## config.mk

```make
export PLATFORM = sky130hd
export DESIGN_NAME = periodic_task_scheduler
export DESIGN_NICKNAME = d
export VERILOG_FILES = /design/src/hdl/pts_pkg.sv /design/src/hdl/periodic_task_scheduler.sv
export SDC_FILE = /design/constraint.sdc
export NUM_CORES = 2
export LEC_CHECK = 0
export BUFFER_PORTS_ARGS = -buffer_cell sky130_fd_sc_hd__buf_2
export CAP_MARGIN = 20
export CORE_MARGIN = 1
export CORE_UTILIZATION = 50
export DETAILED_ROUTE_END_ITERATION = 10
export HOLD_SLACK_MARGIN = 0.15
export PLACE_DENSITY_LB_ADDON = 0.08
export SKIP_LAST_GASP = 1
export SYNTH_ARGS = -nofsm -noshare
export SYNTH_HDL_FRONTEND = slang
export SYNTH_SLANG_ARGS = --single-unit
export TNS_END_PERCENT = 10
```

## constraint.sdc

```tcl
create_clock -name i_clk -period 30.3 [get_ports i_clk]
set_clock_uncertainty 0.2 [all_clocks]
set_input_delay 6.06 -clock i_clk [delete_from_list [all_inputs] [get_ports i_clk]]
set_output_delay 6.06 -clock i_clk [all_outputs]
set_load 0.005 [all_outputs]
```

## src/hdl/pts_pkg.sv

```systemverilog
// Package for the periodic task scheduler: widths, codes and states.
// No dependencies.
package pts_pkg;
    localparam int MAX_TASKS_DEF = 8;
    localparam int TIME_BITS_DEF = 32;
    localparam int WORK_BITS_DEF = 16;
    localparam int SLOT_BITS     = 3;
    localparam int PERIOD_BITS   = 16;
    localparam int COST_BITS     = 16;
    localparam int OUT_TIME_BITS = 32;

    localparam logic [1:0] MODE_RM  = 2'd0;
    localparam logic [1:0] MODE_EDF = 2'd1;
    localparam logic [1:0] MODE_LLF = 2'd2;

    localparam logic       CMD_WRITE = 1'b0;
    localparam logic       CMD_TICK  = 1'b1;

    localparam logic       REG_MODE  = 1'b0;
    localparam logic       REG_COUNT = 1'b1;

    typedef enum logic [4:0] {
        ST_IDLE = 5'b00001,
        ST_REL  = 5'b00010,
        ST_SEL  = 5'b00100,
        ST_UPD  = 5'b01000,
        ST_OUT  = 5'b10000
    } t_state;
endpackage

```

## src/hdl/periodic_task_scheduler.sv

```systemverilog
// Periodic task scheduler top level: one memory of task records, walked per tick.
// Depends on pts_pkg.
// Flow: a write word updates its record when it is accepted; a tick word walks the record
// memory in order: a release pass over the slots in use, a selection pass, a write-back of
// the chosen record and an output load. With no slots in use a tick goes straight to output.
// Throughput: one word at a time; writes go back to back, a tick blocks input until its
// result is loaded, and a result still waiting in the output register holds the next tick.
// Reset (synchronous, active low) clears time, miss state, mode and slot valid bits and sets count to 1.
module periodic_task_scheduler #(
    parameter int MAX_TASKS = pts_pkg::MAX_TASKS_DEF,
    parameter int TIME_BITS = pts_pkg::TIME_BITS_DEF,
    parameter int WORK_BITS = pts_pkg::WORK_BITS_DEF
) (
    input  logic        i_clk,
    input  logic        i_rst_n,
    input  logic        i_cfg_we,
    input  logic        i_cfg_index,
    input  logic [3:0]  i_cfg_data,
    input  logic        s_axis_tvalid,
    output logic        s_axis_tready,
    // tdata: task_slot[2:0], task_period[18:3], task_cost[34:19], zero pad
    input  logic [39:0] s_axis_tdata,
    // tuser: command
    input  logic        s_axis_tuser,
    output logic        m_axis_tvalid,
    input  logic        m_axis_tready,
    // tdata: running_slot[2:0], cpu_idle[3], deadline_miss[4],
    // missed_slot[7:5], tick_time[39:8]
    output logic [39:0] m_axis_tdata
);
    localparam int IDX_BITS = (MAX_TASKS > 1) ? $clog2(MAX_TASKS) : 1;
    localparam int CNT_BITS = $clog2(MAX_TASKS + 1);
    localparam int KEY_BITS = (TIME_BITS > pts_pkg::PERIOD_BITS) ? TIME_BITS
                                                                 : pts_pkg::PERIOD_BITS;
    localparam int LAX_BITS = TIME_BITS + 1;
    localparam int REC_BITS = pts_pkg::PERIOD_BITS + WORK_BITS + WORK_BITS
                              + TIME_BITS + TIME_BITS;

    typedef struct packed {
        logic [pts_pkg::PERIOD_BITS-1:0] period;
        logic [WORK_BITS-1:0]            cost;
        logic [WORK_BITS-1:0]            work;
        logic [TIME_BITS-1:0]            release_t;
        logic [TIME_BITS-1:0]            deadline;
    } t_rec;

    // record memory: one entry per slot, one write port and one registered read port
    logic [REC_BITS-1:0] mem [MAX_TASKS];
    logic                mem_we;
    logic [IDX_BITS-1:0] mem_waddr;
    t_rec                mem_wdata;
    logic [IDX_BITS-1:0] mem_raddr;
    t_rec                r_rd;

    always_ff @(posedge i_clk) begin
        if (mem_we) begin
            mem[mem_waddr] <= mem_wdata;
        end
        r_rd <= mem[mem_raddr];
    end

    pts_pkg::t_state      r_state;
    logic [1:0]           r_mode;
    logic [3:0]           r_count;
    logic [TIME_BITS-1:0] r_now;
    logic                 r_halt;
    logic [pts_pkg::SLOT_BITS-1:0] r_miss;
    logic [MAX_TASKS-1:0] r_written;
    logic [IDX_BITS-1:0]  r_idx;     // slot whose read is in flight
    logic                 r_rdv;     // r_rd holds slot r_idx-1 data
    logic                 r_found;
    logic [IDX_BITS-1:0]  r_best;
    logic [KEY_BITS-1:0]  r_bkey;
    logic signed [LAX_BITS:0] r_blax;
    t_rec                 r_brec;
    logic                 r_ovld;
    logic [39:0]          r_odata;

    logic [CNT_BITS-1:0] n_used;
    always_comb begin
        if (int'(r_count) > MAX_TASKS) n_used = CNT_BITS'(MAX_TASKS);
        else                           n_used = CNT_BITS'(r_count);
    end

    logic s_acc;
    logic out_free;   // output register can take a new word this cycle
    assign s_axis_tready = (r_state == pts_pkg::ST_IDLE);
    assign s_acc         = s_axis_tvalid && s_axis_tready;
    assign out_free      = !r_ovld || m_axis_tready;
    assign m_axis_tvalid = r_ovld;
    assign m_axis_tdata  = r_odata;

    logic [pts_pkg::SLOT_BITS-1:0] in_slot;
    logic [15:0] in_period, in_cost;
    assign in_slot   = s_axis_tdata[2:0];
    assign in_period = s_axis_tdata[18:3];
    assign in_cost   = s_axis_tdata[34:19];

    // slot being examined is r_idx-1; its data is in r_rd
    logic [IDX_BITS-1:0] cur;
    assign cur = r_idx - IDX_BITS'(1);
    t_rec rd;
    always_comb begin
        rd = r_rd;
        if (!r_written[cur]) begin
            rd.period = '0;
            rd.cost   = '0;
            rd.work   = '0;
            rd.release_t = '0;
            rd.deadline  = '0;
        end
    end

    logic [TIME_BITS-1:0] dl_dist;
    logic [KEY_BITS-1:0]  key;
    logic signed [LAX_BITS:0] lax;
    logic take;
    assign dl_dist = rd.deadline - r_now;
    assign lax  = $signed({2'b00, dl_dist}) - $signed((LAX_BITS+1)'(rd.work));
    always_comb begin
        if (r_mode == pts_pkg::MODE_EDF || r_mode == pts_pkg::MODE_LLF)
            key = KEY_BITS'(dl_dist);
        else
            key = KEY_BITS'(rd.period);
        if (!r_found)                        take = 1'b1;
        else if (r_mode == pts_pkg::MODE_LLF) take = lax <= r_blax;
        else                                 take = key <= r_bkey;
    end

    logic last_rd;   // r_idx has walked past the last slot in use
    assign last_rd = ({1'b0, r_idx} == (IDX_BITS+1)'(n_used)) ||
                     (r_idx == '0 && n_used == CNT_BITS'(MAX_TASKS));

    logic [TIME_BITS-1:0] rel_t;
    assign rel_t = r_now + TIME_BITS'(rd.period);

    always_comb begin
        mem_we    = 1'b0;
        mem_waddr = cur;
        mem_wdata = rd;
        mem_raddr = r_idx;
        if (s_acc && s_axis_tuser == pts_pkg::CMD_WRITE) begin
            mem_waddr = IDX_BITS'(in_slot);
            mem_we    = ({1'b0, in_slot} < 4'(MAX_TASKS)) || (MAX_TASKS >= 8);
            mem_wdata.period    = in_period;
            mem_wdata.cost      = WORK_BITS'(in_cost);
            mem_wdata.work      = '0;
            mem_wdata.release_t = r_now;
            mem_wdata.deadline  = r_now;
        end else if (r_state == pts_pkg::ST_REL && r_rdv && !r_halt &&
                     rd.period != '0 && rd.release_t == r_now &&
                     rd.work == '0) begin
            mem_we = 1'b1;
            mem_wdata.work      = rd.cost;
            mem_wdata.release_t = rel_t;
            mem_wdata.deadline  = rel_t;
        end else if (r_state == pts_pkg::ST_UPD && r_found) begin
            mem_we    = 1'b1;
            mem_waddr = r_best;
            mem_wdata = r_brec;
            mem_wdata.work = r_brec.work - WORK_BITS'(1);
        end
    end

    function automatic logic [pts_pkg::OUT_TIME_BITS-1:0] OUT_T(
        input logic [TIME_BITS-1:0] t);
        logic [KEY_BITS+pts_pkg::OUT_TIME_BITS-1:0] w;
        w = '0;
        w[TIME_BITS-1:0] = t;
        return w[pts_pkg::OUT_TIME_BITS-1:0];
    endfunction

    always_ff @(posedge i_clk) begin
        if (!i_rst_n) begin
            r_state   <= pts_pkg::ST_IDLE;
            r_mode    <= pts_pkg::MODE_RM;
            r_count   <= 4'd1;
            r_now     <= '0;
            r_halt    <= 1'b0;
            r_miss    <= '0;
            r_written <= '0;
            r_idx     <= '0;
            r_rdv     <= 1'b0;
            r_found   <= 1'b0;
            r_ovld    <= 1'b0;
        end else begin
            if (i_cfg_we) begin
                if (i_cfg_index == pts_pkg::REG_MODE) r_mode <= i_cfg_data[1:0];
                else                                  r_count <= i_cfg_data;
            end
            if (r_state == pts_pkg::ST_OUT && out_free) r_ovld <= 1'b1;
            else if (m_axis_tready)                      r_ovld <= 1'b0;
            unique case (r_state)
                pts_pkg::ST_IDLE: begin
                    if (s_acc) begin
                        if (s_axis_tuser == pts_pkg::CMD_WRITE) begin
                            if (mem_we) r_written[mem_waddr] <= 1'b1;
                        end else begin
                            // start a release walk: read slot 0 first
                            r_idx   <= IDX_BITS'(1);
                            r_rdv   <= n_used != '0;
                            r_found <= 1'b0;
                            r_state <= (n_used != '0) ? pts_pkg::ST_REL
                                                      : pts_pkg::ST_OUT;
                        end
                    end
                end
                pts_pkg::ST_REL: begin
                    if (!r_halt && rd.period != '0 && rd.release_t == r_now &&
                        rd.work != '0) begin
                        r_halt <= 1'b1;
                        r_miss <= pts_pkg::SLOT_BITS'(cur);
                    end
                    if (last_rd) begin
                        r_idx   <= '0;
                        r_state <= pts_pkg::ST_SEL;
                    end else begin
                        r_idx <= r_idx + IDX_BITS'(1);
                    end
                end
                pts_pkg::ST_SEL: begin
                    // first cycle reads slot 0 again after the write-back
                    if (r_rdv) begin
                        if (!r_halt && rd.work != '0 && take) begin
                            r_found <= 1'b1;
                            r_best  <= cur;
                            r_bkey  <= key;
                            r_blax  <= lax;
                            r_brec  <= rd;
                        end
                    end
                    if (last_rd && r_rdv) begin
                        r_state <= pts_pkg::ST_UPD;
                    end else begin
                        r_idx <= r_idx + IDX_BITS'(1);
                    end
                    r_rdv <= 1'b1;
                end
                pts_pkg::ST_UPD: begin
                    r_state <= pts_pkg::ST_OUT;
                end
                pts_pkg::ST_OUT: begin
                    // hold the finished tick while the previous word still waits
                    if (out_free) begin
                        r_odata <= {OUT_T(r_now), r_miss, r_halt,
                                    !(r_found && !r_halt),
                                    (r_found && !r_halt) ?
                                        pts_pkg::SLOT_BITS'(r_best) : 3'd0};
                        if (!r_halt) r_now <= r_now + TIME_BITS'(1);
                        r_idx   <= '0;
                        r_state <= pts_pkg::ST_IDLE;
                    end
                end
                default: r_state <= pts_pkg::ST_IDLE;
            endcase
            if (r_state == pts_pkg::ST_REL && last_rd) r_rdv <= 1'b0;
        end
    end
endmodule

```

==> impl_metrics.py <==
metrics = {
    "run_status": {
        "status": "completed",
    },
    "power_and_ir_drop": {
        "swShare_pct": 24.0,
        "powerDensity_mw_per_mm2": 67.1,
        "ir_drop_mv": 0.0522,
        "p_comb_share_pct": 11.3,
        "p_sw_mw": 1.01,
        "intPower_mw": 3.18,
        "share_clk_of_total_power_pct": 40.8,
        "seq_power_share_pct": 47.9,
        "p_leak_nw": 21.9,
    },
    "run": {
        "max-cap-violations": 0,
    },
    "cells_and_area": {
        "multi_input_area_mm2": 0.0173,
        "fillers": 8538,
        "drive_gt1_share_pct": 19.9,
        "area_delta_synth_final_pct": 12.5,
        "fin_area_mm2": 0.0624,
        "finalNonFillerCells": 5323,
        "final-seq-area_mm2": 0.0370,
        "fin_nets": 3918,
        "antenna_cells": 0,
    },
    "floorplan": {
        "die_h_um": 335,
        "placementRows": 121,
        "dieWidth_um": 335,
        "coreArea_mm2": 0.109,
        "num_io_pins": 93,
        "start_util_pct": 50.6,
        "die_area_mm2": 0.112,
    },
    "clock_network": {
        "ctsLongestPathBuffers": 3,
        "post_cts_buffers": 0,
        "cts_made_buffers": 139,
        "cts_resized": 0,
        "htreeDepth": 4,
        "cts_tree": "built",
        "cts.sinks": 1289,
        "root_buffer": "clkbuf_16",
        "clkTransAtPathRegs_ns": 0.06,
        "clock_latency_ns": 0.75,
        "postCtsHoldBufs": 0,
    },
    "worst_setup_path": {
        "crit_fanout": 75,
        "critical_path.max_stage_delay_ns": 0.90,
        "crit_path_start_kind": "register",
        "crit_top_cell": "a21o_1",
        "rr_startpoint": "mem_raddr[0]$_SDFFE_PN0P_",
        "arrival_ns": 11.99,
        "reg2reg_to": "r_brec[53]$_DFFE_PP_",
        "crit_type": "reg -> reg",
        "cp.required_ns": 30.46,
        "worstRegToRegCells": 34,
        "crit_path_top_delay_cell": "dfxtp_4",
        "end_kind": "register",
        "r2r_slack_ns": 18.48,
    },
    "sta": {
        "period_share_pct": 39.0,
        "fmax_mhz": 84.6,
        "fin_hold_ws_ns": 0.253,
        "slew_viol_final": 0,
        "finalSetupTns_ns": 0,
        "timing.final.ws_setup_ns": 18.48,
        "slew_headroom_pct": 24.1,
        "rsz0062_at_grt": "false",
        "hold_viol": 0,
        "tightest_slew_ns": 1.14,
        "setup_viol": 0,
        "min_period_ns": 11.82,
    },
    "worst_hold_path": {
        "hp-start": "r_miss[0]$_SDFFE_PN0P_",
        "hold_depth": 0,
        "min_to": "m_axis_tdata[5]$_DFFE_PP_",
        "hold_class": "reg -> reg",
    },
    "placement": {
        "io_buffers": 87,
        "gp_congestion": 0.945,
        "detailedPlace.worstSlack_ns": 18.50,
        "place_inst": 5061,
        "place_area_mm2": 0.0577,
        "dp_hpwl_um": 91700,
    },
    "detailed_routing": {
        "wire_per_inst_um": 26.9,
        "drc": 0,
        "dr.pass1.iters": 5,
        "drtIter0Drc": 2935,
        "vias_per_cell": 6.04,
        "antenna_left": 0,
        "routed_wl_um": 143000,
        "num_vias": 32100,
    },
    "synth": {
        "ys_ff_latch": 1289,
        "synthesis.nets": 3787,
        "synthesis.area_mm2": 0.0554,
        "synthTopCellsByArea": "edfxtp_1, mux4_2, dfxtp_1, ha_1, mux2_2",
        "synth_most_common_cell": "edfxtp_1",
        "ys.flop_type": "edfxtp_1",
        "yosysTopAreaCell": "edfxtp_1",
        "synth.avg_cell_area_um2": 15.4,
        "ys_async_sr_fraction_pct": 0,
        "yosysWarningCount": 0,
        "synth_cells": 3601,
        "netlist-cell-type-count": 86,
        "synth-edff-count": 1116,
        "yosysSeqAreaShare_pct": 66.7,
        "yosys-top-cells-count": "edfxtp_1, mux4_2, nand2_1",
        "yosysTopAreaCellShare_pct": 60.5,
    },
    "global_route": {
        "antenna_found_initial": 3,
        "grt_usage_pct": 25.8,
        "grt_pass1_wl_um": 211000,
        "grt_pass1_vias": 32100,
        "grt-ovfl-total": 0,
        "grt_max_degree": 108,
    },
}
-- final cells by class --
| class | count | share of cell area, % |
|---|---|---|
| multi-input combinational | 1988 | 27.7 |
| clock inverter | 70 | 1.23 |
| tap | 1476 | 2.96 |
| sequential | 1289 | 59.3 |
| inverter | 164 | 0.987 |
| timing repair buffer | 150 | 1.53 |
| clock buffer | 186 | 6.23 |
-- power by group through the flow --
stage                     clock (mW)  sequential (mW)  combinational (mW)
after global placement             0             2.04               0.462
after floorplan                    0             2.03               0.344
after CTS                       1.74             2.01               0.475
after global routing            1.80             2.01               0.518
after detailed placement           0             2.04               0.474
final                           1.71             2.01               0.472
-- sequential cells by signal (all words and copies together) (netlist names), 2 cells and up --
name	cells
mem	896
r_state	5
r_rd	112
r_blax	33
r_now	32
r_miss	3
r_brec	112
r_count	4
mem_raddr	3
r_mode	2
r_bkey	32
m_axis_tdata	40
r_written	8
r_best	3
-- cells by family (layout without fill, tap and decap cells) --
logic type / count (synthesis) / after routing / synth area share [%]
AOI/OAI and AO/OA: 594 / 594 / 6.90
buffers and inverters: 324 / 570 / 2.24
xor gates and xnor gates: 124 / 124 / 1.97
DFF: 1289 / 1289 / 66.7
and+or+nand+nor: 759 / 759 / 6.92
adders and majority gates: 137 / 137 / 3.12
muxes: 374 / 374 / 12.1
-- critical path, delay by kind of cell (launching register included) --
family,cells,cell delay (ns)
buf+inv,4,1.95
mux,2,1.09
fa+ha+maj,5,1.90
simple gates,5,0.92
flops,1,0.90
compound gates,17,3.98
xor+xnor,1,0.29
-- worst max path at each step --
stage	to	startpoint
after floorplan	r_best[0]$_DFFE_PP_	mem_raddr[0]$_SDFFE_PN0P_
after global placement	r_brec[26]$_DFFE_PP_	mem_raddr[0]$_SDFFE_PN0P_
after detailed placement	r_brec[26]$_DFFE_PP_	mem_raddr[0]$_SDFFE_PN0P_
after CTS	r_brec[18]$_DFFE_PP_	mem_raddr[0]$_SDFFE_PN0P_
after global routing	r_brec[20]$_DFFE_PP_	mem_raddr[0]$_SDFFE_PN0P_
final	r_brec[53]$_DFFE_PP_	mem_raddr[0]$_SDFFE_PN0P_
-- layout by cell type, fill, tap and decap left out, types with 50 or more instances in the layout --
cell type	count
edfxtp_1	1116
nand2_1	226
mux4_2	226
dfxtp_1	170
inv_1	163
o21ai_0	157
a21oi_1	156
clkbuf_16	140
nor2_1	136
ha_1	132
mux2_2	123
and2_1	109
buf_2	87
xnor2_1	73
a21o_1	58
buf_4	53
xor2_1	50
-- stage by stage --
stage | utilization [%] | total power, mW
2_1_floorplan | - | 2.38
3_3_place_gp | 52.7 | 2.50
3_5_place_dp | 52.7 | 2.52
4_1_cts | 56.9 | 4.22
5_1_grt | 57.0 | 4.33
6_report | 57.0 | 4.19
-- per-layer routing --
layer	GRT usage (%)	up-vias	part of all wire, %
met4	7.06	0	2.2
met3	4.45	196	6.4
met5	0	-	0
met1	37.1	16700	45
met2	40.6	1066	47
li1	-	14200	-
No activity file was read; power rests on OpenSTA's default activity.
